--- config.mk ---
export PLATFORM = sky130hd
export DESIGN_NAME = lfbf_ctrl
export DESIGN_NICKNAME = d
export VERILOG_FILES = /design/src/rtl/lfbf_pkg.sv /design/src/rtl/lfbf_ctrl.sv
export SDC_FILE = /design/constraint.sdc
export NUM_CORES = 1
export LEC_CHECK = 0
export BUFFER_PORTS_ARGS = -buffer_cell sky130_fd_sc_hd__clkbuf_2
export CAP_MARGIN = 20
export CORE_MARGIN = 2
export CORE_UTILIZATION = 41
export CTS_CLUSTER_DIAMETER = 40
export DETAILED_ROUTE_END_ITERATION = 7
export HOLD_SLACK_MARGIN = 0.15
export PLACE_DENSITY = 0.74
export SYNTH_ARGS = -nofsm -noshare
export SYNTH_HDL_FRONTEND = slang
export SYNTH_SLANG_ARGS = --single-unit
--- constraint.sdc ---
create_clock -name clk -period 1.6 [get_ports clk]
set_input_delay 0.4 -clock clk [delete_from_list [all_inputs] [get_ports clk]]
set_output_delay 0.4 -clock clk [all_outputs]
set_load 0.02 [all_outputs]
--- src/rtl/lfbf_pkg.sv ---
// Package with shared types, constants and codes for the line framing byte FIFO.
package lfbf_pkg;

	localparam int STORE_DEPTH    = 4096;
	localparam int MAX_LINE_BYTES = 512;
	localparam int PTR_W          = $clog2(STORE_DEPTH);
	localparam int LVL_W          = 13;
	localparam int CNT_W          = 13;
	localparam int LINE_W         = $clog2(MAX_LINE_BYTES + 1);

	localparam logic [7:0] CHAR_CR = 8'h0D;
	localparam logic [7:0] CHAR_LF = 8'h0A;

	typedef enum logic [1:0] {
		CMD_PUT    = 2'd0,
		CMD_DELETE = 2'd1,
		CMD_GET    = 2'd2,
		CMD_LINE   = 2'd3
	} cmd_t;

	typedef enum logic [1:0] {
		ST_OK      = 2'd0,
		ST_OVERF   = 2'd1,
		ST_DROPPED = 2'd2,
		ST_NOLINE  = 2'd3
	} status_t;

	typedef struct packed {
		logic [1:0]       cmd;
		logic [7:0]       data_byte;
		logic             end_of_put;
		logic [CNT_W-1:0] count;
	} in_req_t;

	typedef struct packed {
		logic [63:0]      word;
		logic [3:0]       bytes_in_word;
		logic             last;
		logic [1:0]       status;
		logic [LVL_W-1:0] level;
	} out_req_t;

	typedef enum logic [3:0] {
		S_IDLE,
		S_STRIP_RD,
		S_STRIP_CHK,
		S_SCAN_RD,
		S_SCAN_CHK,
		S_PACK_RD,
		S_PACK_CHK,
		S_TAIL_RD,
		S_TAIL_CHK,
		S_EMIT
	} state_t;

	// Commands from controller to datapath.
	typedef struct packed {
		logic    take;       // latch the accepted request
		logic    do_put;     // perform put logic on the latched request
		logic    do_delete;
		logic    rd_at_off;  // issue a memory read at head + offset
		logic    off_inc;    // step the scan offset
		logic    off_clr;
		logic    mark_n;     // the offset is the line length
		logic    mark_end;   // the offset is the total to consume; restart at head
		logic    pop_head;   // consume one byte at head
		logic    shift_in;   // add read byte to the packing word
		logic    consume_n;  // consume the recorded total from head
		logic    set_single; // prepare a single result with given status
		status_t status;
		logic    set_word;   // prepare a data word result
		logic    word_last;
		logic    out_load;   // move prepared result into the output register
	} ctl_cmd_t;

	// Status from datapath to controller.
	typedef struct packed {
		logic [1:0] cmd;
		logic       is_eol;    // byte read last cycle is CR or LF
		logic       lvl_zero;
		logic       off_at_win;
		logic       off_at_lvl;
		logic       off_at_n;
		logic       word_full;
		logic       out_busy;
		logic       n_zero;
	} dp_stat_t;

endpackage

--- src/rtl/lfbf_ctrl.sv ---
// Controller state machine sequencing the FIFO commands.
module lfbf_ctrl (
	input  logic                  clk,
	input  logic                  arst_n,
	input  logic                  in_valid,
	output logic                  in_stall,
	input  lfbf_pkg::dp_stat_t    stat,
	output lfbf_pkg::ctl_cmd_t    cmd
);
	import lfbf_pkg::*;

	state_t state_q, state_d;

	always_ff @(posedge clk or negedge arst_n) begin
		if (!arst_n) begin
			state_q <= S_IDLE;
		end else begin
			state_q <= state_d;
		end
	end

	assign in_stall = (state_q != S_IDLE) || stat.out_busy;

	always_comb begin
		state_d = state_q;
		unique case (state_q)
			S_IDLE: begin
				if (in_valid && !stat.out_busy) state_d = S_EMIT;
			end
			S_EMIT: begin
				unique case (stat.cmd)
					CMD_PUT: state_d = S_IDLE;
					CMD_DELETE: state_d = S_IDLE;
					CMD_GET: state_d = stat.n_zero ? S_IDLE : S_PACK_RD;
					CMD_LINE: state_d = S_STRIP_RD;
				endcase
			end
			S_STRIP_RD: state_d = stat.lvl_zero ? S_SCAN_RD : S_STRIP_CHK;
			S_STRIP_CHK: state_d = stat.is_eol ? S_STRIP_RD : S_SCAN_RD;
			S_SCAN_RD: state_d = stat.off_at_win ? S_IDLE : S_SCAN_CHK;
			S_SCAN_CHK: begin
				if (stat.is_eol) state_d = stat.n_zero ? S_IDLE : S_TAIL_RD;
				else state_d = S_SCAN_RD;
			end
			S_TAIL_RD: state_d = stat.off_at_lvl ? S_PACK_RD : S_TAIL_CHK;
			S_TAIL_CHK: state_d = stat.is_eol ? S_TAIL_RD : S_PACK_RD;
			S_PACK_RD: state_d = S_PACK_CHK;
			S_PACK_CHK: begin
				if (stat.out_busy) state_d = S_PACK_CHK;
				else if (stat.off_at_n) state_d = S_IDLE;
				else state_d = S_PACK_RD;
			end
			default: state_d = S_IDLE;
		endcase
	end

	always_comb begin
		cmd = '0;
		cmd.status = ST_OK;
		unique case (state_q)
			S_IDLE: begin
				cmd.take = in_valid && !stat.out_busy;
			end
			S_EMIT: begin
				cmd.off_clr = 1'b1;
				unique case (stat.cmd)
					CMD_PUT: begin
						cmd.do_put = 1'b1;
						cmd.out_load = 1'b1;
					end
					CMD_DELETE: begin
						cmd.do_delete = 1'b1;
						cmd.set_single = 1'b1;
						cmd.out_load = 1'b1;
					end
					CMD_GET: begin
						if (stat.n_zero) begin
							cmd.set_single = 1'b1;
							cmd.out_load = 1'b1;
						end
					end
					CMD_LINE: ;
				endcase
			end
			S_STRIP_RD: cmd.rd_at_off = !stat.lvl_zero;
			S_STRIP_CHK: begin
				cmd.pop_head = stat.is_eol;
			end
			S_SCAN_RD: begin
				cmd.rd_at_off = !stat.off_at_win;
				if (stat.off_at_win) begin
					cmd.set_single = 1'b1;
					cmd.status = ST_NOLINE;
					cmd.out_load = 1'b1;
				end
			end
			S_SCAN_CHK: begin
				if (stat.is_eol) begin
					if (stat.n_zero) begin
						cmd.set_single = 1'b1;
						cmd.status = ST_NOLINE;
						cmd.out_load = 1'b1;
					end else begin
						cmd.mark_n = 1'b1;
						cmd.off_inc = 1'b1;
					end
				end else begin
					cmd.off_inc = 1'b1;
				end
			end
			S_TAIL_RD: begin
				cmd.rd_at_off = !stat.off_at_lvl;
				cmd.mark_end = stat.off_at_lvl;
			end
			S_TAIL_CHK: begin
				cmd.off_inc = stat.is_eol;
				cmd.mark_end = !stat.is_eol;
			end
			S_PACK_RD: cmd.rd_at_off = 1'b1;
			S_PACK_CHK: begin
				if (!stat.out_busy) begin
					cmd.shift_in = 1'b1;
					cmd.off_inc = 1'b1;
					if (stat.word_full || stat.off_at_n) begin
						cmd.set_word = 1'b1;
						cmd.word_last = stat.off_at_n;
						cmd.out_load = 1'b1;
					end
					cmd.consume_n = stat.off_at_n;
				end
			end
			default: ;
		endcase
	end

	no_take_when_busy: assert property (@(posedge clk) disable iff (!arst_n)
		cmd.take |-> state_q == S_IDLE)
		else $error("request taken outside idle");
	pop_only_on_eol: assert property (@(posedge clk) disable iff (!arst_n)
		cmd.pop_head |-> stat.is_eol)
		else $error("popped a non line-end byte");
	load_not_busy: assert property (@(posedge clk) disable iff (!arst_n)
		(cmd.out_load && state_q == S_PACK_CHK) |-> !stat.out_busy)
		else $error("output overwritten");

endmodule

==> metrics.md, run 1 <==
| Metric | Value |
|---|---|
| Syn Area/Cell | `8.12 µm²` |
| Cell area after synthesis | `698 µm²` |
| CTS Buf Count | `3` |
| Initial Util | `44.8%` |
| YS warnings | `0` |
| Syn Nets | `103` |
| Stopped at | `global routing` |
| Die height | `45.3 µm` |
| Ports | `31` |
| Clk buf depth | `2` |
| Unique cell type count in the Yosys netlist | `40` |
| CTS Sinks | `4` |
| Largest net degree at the start of global routing | `8` |
| DP HPWL | `1780 µm` |
| Asr flop ratio synth | `100%` |
| Seq/Total Area, Yosys | `14.3%` |
| Cell row count | `14` |
| Synth top area share | `14.3%` |
| Synth Instances | `86` |
| CTS root buffer | `clkbuf_4` |
| Worst_ep kind | `top-level output` |
| Post-synthesis register bit count | `4` |
| Final GP Congestion | `0.820` |
| Synth top area cells | `dfrtp_1 14%, buf_6 8.1%, ha_1 7.2%` |
| Top FF cell, synth | `dfrtp_1` |
| Synth area leader | `dfrtp_1` |
| Post-GRT worst EP | `cmd[10]` |
| IO buf count | `30` |
| H-tree Lvls | `1` |
| EDFF count, synth | `0` |
| Status | `did not finish` |
| Error | `[ERROR DPL-0038] Utilization greater than 100%, impossible to legalize` |
| DIE WIDTH | `45.3 µm` |
## stage by stage
step / util, % / std cells / instance area (µm²) / hold slack, ps / setup slack, ps
3_5_place_dp: 66.9 / 152 / 1040 / 209 / -427
2_1_floorplan: - / 86 / 732 / 104 / -139
4_1_cts: 92.0 / 166 / 1430 / 484 / -380
3_3_place_gp: 66.9 / 152 / 1040 / 207 / -385
## kinds of logic after synthesis
logic type,count (synthesis),synth area share [%]
compound gates,24,26.9
fa+ha+maj,4,7.17
buf+inv,16,15.6
flops,4,14.3
simple gates,38,36.0
## cell usage after synthesis, drive strengths merged (2+ instances only)
cell type / instances
a21o: 2
a21oi: 5
a221oi: 2
and2: 2
and4: 2
and4bb: 2
buf: 8
dfrtp: 4
ha: 4
inv: 8
nand2: 6
nand2b: 4
nand4b: 2
nor2: 10
nor2b: 3
o21ai: 4
## what timing repair did
item	CTS
hold buffers	1
endpoints found under the setup margin	18
pin swaps	14
buffers inserted	12
gates resized for setup	66
hold endpoints to repair	4
==> run 2: changes to the inputs <==
--- a/config.mk
+++ b/config.mk
@@ -7,12 +7,10 @@
 export LEC_CHECK = 0
 export BUFFER_PORTS_ARGS = -buffer_cell sky130_fd_sc_hd__clkbuf_2
 export CAP_MARGIN = 20
-export CORE_MARGIN = 2
-export CORE_UTILIZATION = 41
-export CTS_CLUSTER_DIAMETER = 40
+export CORE_AREA = 2 2 63 65
 export DETAILED_ROUTE_END_ITERATION = 7
-export HOLD_SLACK_MARGIN = 0.15
-export PLACE_DENSITY = 0.74
+export DIE_AREA = 0 0 65 67
+export PLACE_DENSITY_LB_ADDON = 0.15
 export SYNTH_ARGS = -nofsm -noshare
 export SYNTH_HDL_FRONTEND = slang
 export SYNTH_SLANG_ARGS = --single-unit
==> constraint.sdc (replaced) <==
create_clock -name clk -period 2.08 [get_ports clk]
set_input_delay 0.52 -clock clk [delete_from_list [all_inputs] [get_ports clk]]
set_output_delay 0.52 -clock clk [all_outputs]
set_load 0.02 [all_outputs]
==> run 2 against run 1 <==
Against the previous run:
- the flow now finishes, with violations (negative setup slack)
- synthesized cell count did not move
- synthesized area did not move
==> metrics.md, run 2 <==
| Metric | Value |
|---|---|
| Worst Hold Class | `primary input to async pin` |
| Reg area | `105 µm²` |
| DRC | `0` |
| Comb power frac | `70.3%` |
| Grt ovf | `0` |
| Fin Setup TNS | `-102 ps` |
| Fillers | `376` |
| Gr usage total | `11.0%` |
| Status | `finished with violations` |
| Commonest cells post-synth | `8 x nor2_1, 6 x inv_1, 5 x a21oi_1, 5 x buf_6, 5 x nand2_1` |
| CTS root buffer | `clkbuf_8` |
| Inserted Diodes | `0` |
| Initial DRC count | `10` |
| WS Path Type | `primary input to output pin` |
| Worst slew margin | `76.7%` |
| H-tree Lvls | `1` |
| Cell row count | `22` |
| First-pass DRT Iterations | `4` |
| Post-synthesis register bit count | `4` |
| CTS Buf Count | `3` |
| YS warnings | `0` |
| Final setup violation count | `2` |
| Post-route minimum period | `2170 ps` |
| Most frequent cell after synthesis | `nor2_1` |
| Met2 usage | `20.1%` |
| Setup slack after layout | `-85.0 ps` |
| CTS tree | `built` |
| Tot Pwr | `1.24 mW` |
| Final WL | `2220 µm` |
| Routed WL per cell | `12.5 µm` |
| Sequential Power Share | `16.3%` |
| Clock Pin Slew Worst Setup and Hold Paths | `30 ps` |
| CP required | `1560 ps` |
| Synth top area share | `14.3%` |
| Leading cell types in the layout, fill and taps excluded | `21 x clkbuf_2, 18 x buf_4, 7 x nor2_1` |
| Max-slew violations | `0` |
| Crit Path Max Fanout | `3` |
| Vias | `778` |
| First-pass GRT wire length | `3620 µm` |
| Clock skew | `0.923 ps` |
| Top FF cell, synth | `dfrtp_1` |
| Clk pwr share | `13.4%` |
| Synth area leader | `dfrtp_1` |
| CP Launch Type | `primary input` |
| # hold bufs at CTS | `0` |
| Synth Instances | `86` |
| Worst slew pin tran | `347 ps` |
| DIE WIDTH | `65 µm` |
| CTS Sinks | `4` |
| Final #Nets | `148` |
| Area of the multi-input gates | `544 µm²` |
| Biggest regs | `state_q x4` |
| Met1 usage | `12.2%` |
| Share of post-route cells with drive strength above 1 | `58.1%` |
| Met3 Track Usage GR | `3.04%` |
| Internal power | `688 µW` |
| Max-Cap Viols | `0` |
| Clk buf depth | `2` |
| Ports | `31` |
| Synth top area cells | `dfrtp_1 14%, buf_6 8.1%, ha_1 7.2%` |
| CP Capture Type | `output pin` |
| Leakage Power | `0.547 nW` |
| Number of global-route vias before repair | `781` |
| Switch Pwr | `556 µW` |
| Syn Nets | `103` |
| Initial antenna violation count | `0` |
| Most crowded layer after global routing | `met2` |
| Initial Util | `19.4%` |
| DP HPWL | `1740 µm` |
| Vias per cell | `4.40` |
| Antenna-violating nets left | `0` |
| Syn Area/Cell | `8.12 µm²` |
| IO buf count | `30` |
| Area Overhead vs Synth | `62.5%` |
| Commonest non-fill, non-tap cell in the layout | `clkbuf_2` |
| Die area | `4360 µm²` |
| EDFF count, synth | `0` |
| Largest net degree at the start of global routing | `13` |
| Clk Latency, worst-skew pair | `220 ps` |
| Reg with most FFs | `state_q` |
| Seq/Total Area, Yosys | `14.3%` |
| Failing checks | `negative setup slack` |
| Final GP Congestion | `0.791` |
| Power Dens Cells | `1100 nW/µm²` |
| Core ar. | `3610 µm²` |
| RSZ-0062 raised after global routing | `yes` |
| Hold Fails Final Rpt | `0` |
| Die height | `67 µm` |
| Asr flop ratio synth | `100%` |
| Max frequency | `462 MHz` |
| Max VDD drop | `0.000257 V` |
| Switch share | `44.7%` |
| Final worst path period share | `104%` |
| Max FFs per register | `4` |
| Cell area after synthesis | `698 µm²` |
| Crit path arrival time | `1650 ps` |
| Unique cell type count in the Yosys netlist | `40` |
-- run 2: cell counts after synthesis --
No cell type changed its count.
-- run 2: repair_timing --
action | CTS | global route
buffers inserted | 5 | 1
resized for setup | 24 | 15
gates cloned | 0 | 0
endpoints found under the setup margin | 9 | 8
endpoints found under the hold margin | 0 | 0
pin swaps | 10 | 8
-- run 2: area by class of cell --
class / instances / area share, %
multi-input cells: 66 / 48.0
repair buffers: 48 / 30.5
flip-flops and latches: 4 / 9.26
well taps: 48 / 5.29
clock buffers: 3 / 3.64
inverters: 8 / 3.31
-- run 2: metal layers --
metal	part of all wire (%)	routed length, µm	vias up
li1	-	-	392
met1	41	913	367
met2	54	1190	17
met3	5.0	110	2
met4	0.32	7	0
met5	0	0	-
-- run 2: cell families after synthesis --
family	Yosys count	synth area share (%)
compound gates	24	26.9
fa+ha+maj	4	7.17
buf+inv	16	15.6
flops	4	14.3
simple gates	38	36.0
-- run 2: worst max-delay path: stages --
cell and delay [ps]:
clkbuf_16 130, ha_4 150, a21o_1 190, o21ai_1 130, nor2_1 50, or3_1 320
clkbuf_8 160
-- run 2: per-stage QoR --
| step | setup slack (ps) | instance area, µm² | std cells | hold slack [ps] | utilization (%) |
|---|---|---|---|---|---|
| global route | -130 | 1130 | 177 | 106 | 31.5 |
| global placement | -150 | 927 | 169 | 331 | 25.7 |
| finish | -85.0 | 1130 | 177 | 100 | 31.5 |
| floorplan | 64.0 | 698 | 86 | 224 | - |
| detailed placement | -159 | 927 | 169 | 330 | 25.7 |
| CTS | -114 | 1100 | 176 | 97.3 | 30.5 |
-- run 2: final timing paths --
check,to,slack (ps),depth (start not counted),start
min in group clk,state_q[0]$_DFFE_PN0P_,530,1,state_q[3]$_DFFE_PN0P_
worst max-delay path,cmd[0],-90,7,stat[9]
worst max register to register,state_q[0]$_DFFE_PN0P_,550,5,state_q[1]$_DFFE_PN0P_
worst min-delay path,state_q[3]$_DFFE_PN0P_,100,1,arst_n
max in group asynchronous,state_q[0]$_DFFE_PN0P_,1850,1,arst_n
worst min register to register,state_q[0]$_DFFE_PN0P_,530,1,state_q[3]$_DFFE_PN0P_
-- run 2: power groups by stage --
stage,logic [mW],clock network [mW],registers (mW)
final,0.874,0.167,0.203
after detailed placement,0.751,0,0.202
after global placement,0.752,0,0.207
after global routing,0.952,0.179,0.210
after CTS,0.850,0.170,0.201
after floorplan,0.656,0,0.128
(Power assumes the default switching activity.)
==> run 3: changes to the inputs <==
--- a/config.mk
+++ b/config.mk
@@ -7,6 +7,8 @@
 export LEC_CHECK = 0
 export BUFFER_PORTS_ARGS = -buffer_cell sky130_fd_sc_hd__clkbuf_2
 export CAP_MARGIN = 20
+export CELL_PAD_IN_SITES_DETAIL_PLACEMENT = 0
+export CELL_PAD_IN_SITES_GLOBAL_PLACEMENT = 1
 export CORE_AREA = 2 2 63 65
 export DETAILED_ROUTE_END_ITERATION = 7
 export DIE_AREA = 0 0 65 67
==> run 3 against run 2 <==
Against the previous run:
- the run still ends with negative setup slack left
- highest routed layer is now met3
- register-to-register slack got worse by 150 ps
- critical endpoint unchanged
- maximum frequency grew 0.23%
- clock power is 5% lower
- hold slack better by 6.6 ps
- core utilization increased by 0.76 points
==> metrics.md, run 3 (synthesis results as in run 2) <==
| Metric | Value |
|---|---|
| Status | `finished with violations` |
| Failing checks | `negative setup slack` |
| Reg with most FFs | `state_q` |
| Leakage Power | `0.556 nW` |
| H-tree Lvls | `1` |
| RSZ-0062 raised after global routing | `yes` |
| Max frequency | `463 MHz` |
| CP required | `1560 ps` |
| CP Capture Type | `output pin` |
| Worst slew pin tran | `370 ps` |
| Core ar. | `3610 µm²` |
| Leading cell types in the layout, fill and taps excluded | `24 x clkbuf_2, 23 x buf_4, 7 x nor2_1` |
| Cell row count | `22` |
| DP HPWL | `1790 µm` |
| DIE WIDTH | `65 µm` |
| Fin area | `1160 µm²` |
| Worst Hold Class | `primary input to async pin` |
| Area Overhead vs Synth | `66.5%` |
| CTS root buffer | `clkbuf_8` |
| Hold Fails Final Rpt | `0` |
| Layout Cells excl Fill | `181` |
| Antenna-violating nets left | `0` |
| Inserted Diodes | `0` |
| Max FFs per register | `4` |
| Final worst path period share | `104%` |
| Grt ovf | `0` |
| Clk Latency, worst-skew pair | `210 ps` |
| Crit path arrival time | `1640 ps` |
| Share of post-route cells with drive strength above 1 | `58.6%` |
| Number of global-route vias before repair | `839` |
| Max VDD drop | `0.000333 V` |
| Crit Path Max Fanout | `7` |
| Max-Cap Viols | `0` |
| Finished Core Util | `32.2%` |
| Vias | `787` |
| CP Launch Type | `register` |
| Die height | `67 µm` |
| CTS Buf Count | `3` |
| Worst reg2reg path depth | `7` |
| Worst-case register-to-register setup slack | `400 ps` |
| Initial antenna violation count | `0` |
| Clock skew | `3.17 ps` |
| Vias per cell | `4.35` |
| Routed WL per cell | `12.4 µm` |
| CTS Sinks | `4` |
| Max-slew violations | `0` |
| Setup slack after layout | `-80.1 ps` |
| WS Path Type | `register to output pin` |
| First-pass DRT Iterations | `4` |
| Final GP Congestion | `0.740` |
| Biggest regs | `state_q x4` |
| Initial Util | `19.4%` |
| IO buf count | `30` |
| DRC | `0` |
| Final #Nets | `152` |
| Tot Pwr | `1.26 mW` |
| Die area | `4360 µm²` |
| First-pass GRT wire length | `3720 µm` |
| Final setup violation count | `1` |
| Post-route minimum period | `2160 ps` |
| Worst slew margin | `75.2%` |
| CTS tree | `built` |
| Gr usage total | `10.9%` |
| Placed cell count | `174` |
| Commonest non-fill, non-tap cell in the layout | `clkbuf_2` |
| Largest net degree at the start of global routing | `11` |
| Ports | `31` |
| Initial DRC count | `28` |
| Power Dens Cells | `1080 nW/µm²` |
| Area after DPL | `965 µm²` |
| Clock Pin Slew Worst Setup and Hold Paths | `30 ps` |
| Clk buf depth | `2` |
| Final WL | `2240 µm` |
run 3: cell count changes in the layout (fill, tap and decap cells not counted), sizes merged:
cell / change
clkbuf: +4
run 3: worst paths after layout:
check / startpoint / to
max: state_q[2]$_DFFE_PN0P_ / cmd[0]
min: arst_n / state_q[3]$_DFFE_PN0P_
max reg2reg: state_q[1]$_DFFE_PN0P_ / state_q[0]$_DFFE_PN0P_
min reg2reg: state_q[3]$_DFFE_PN0P_ / state_q[3]$_DFFE_PN0P_
max in group asynchronous: arst_n / state_q[1]$_DFFE_PN0P_
min in group clk: state_q[3]$_DFFE_PN0P_ / state_q[3]$_DFFE_PN0P_
run 3: stage by stage:
step | hold slack (ps) | setup WS, ps | TNS [ps]
6_report | 107 | -80.1 | -80.1
5_1_grt | 103 | -120 | -120
4_1_cts | 100 | -120 | -120
3_5_place_dp | 328 | -166 | -166
3_3_place_gp | 324 | -142 | -142
2_1_floorplan | 224 | 64.0 | 0
run 3: layout make-up:
type / instances / area [µm²]
fill: 401 / 2440
multi-input combinational: 66 / 547
timing repair buffer: 52 / 373
sequential: 4 / 104
tap: 48 / 60.1
clock buffer: 3 / 41.3
inverter: 8 / 37.5
run 3: critical path, cell delays in order, from the launching register on:
cell	delay, ps
dfrtp_2	430
buf_6	140
nand4_1	80
a21oi_1	80
buf_4	150
or3_1	380
clkbuf_8	160
run 3: per-layer routing:
layer,track usage (%),up-vias,wire (µm)
met3,1.35,0,68
met2,19.5,21,1160
met1,13.8,368,1010
met5,0,-,0
met4,2.39,0,0
li1,-,398,-
run 3: repair_timing:
item,CTS,global route
buffers inserted,1,3
resized for setup,20,13
pin swaps,4,4
hold buffers,0,0
cloned,0,0
endpoints found under the setup margin,6,7
run 3: report_power, final:
part           leakage [nW]  switching (mW)  internal, mW  total, mW
logic                 0.488           0.459         0.458      0.917
registers            0.0466          0.0660         0.119      0.185
clock network        0.0216          0.0357         0.123      0.159
total                 0.556           0.561         0.700       1.26
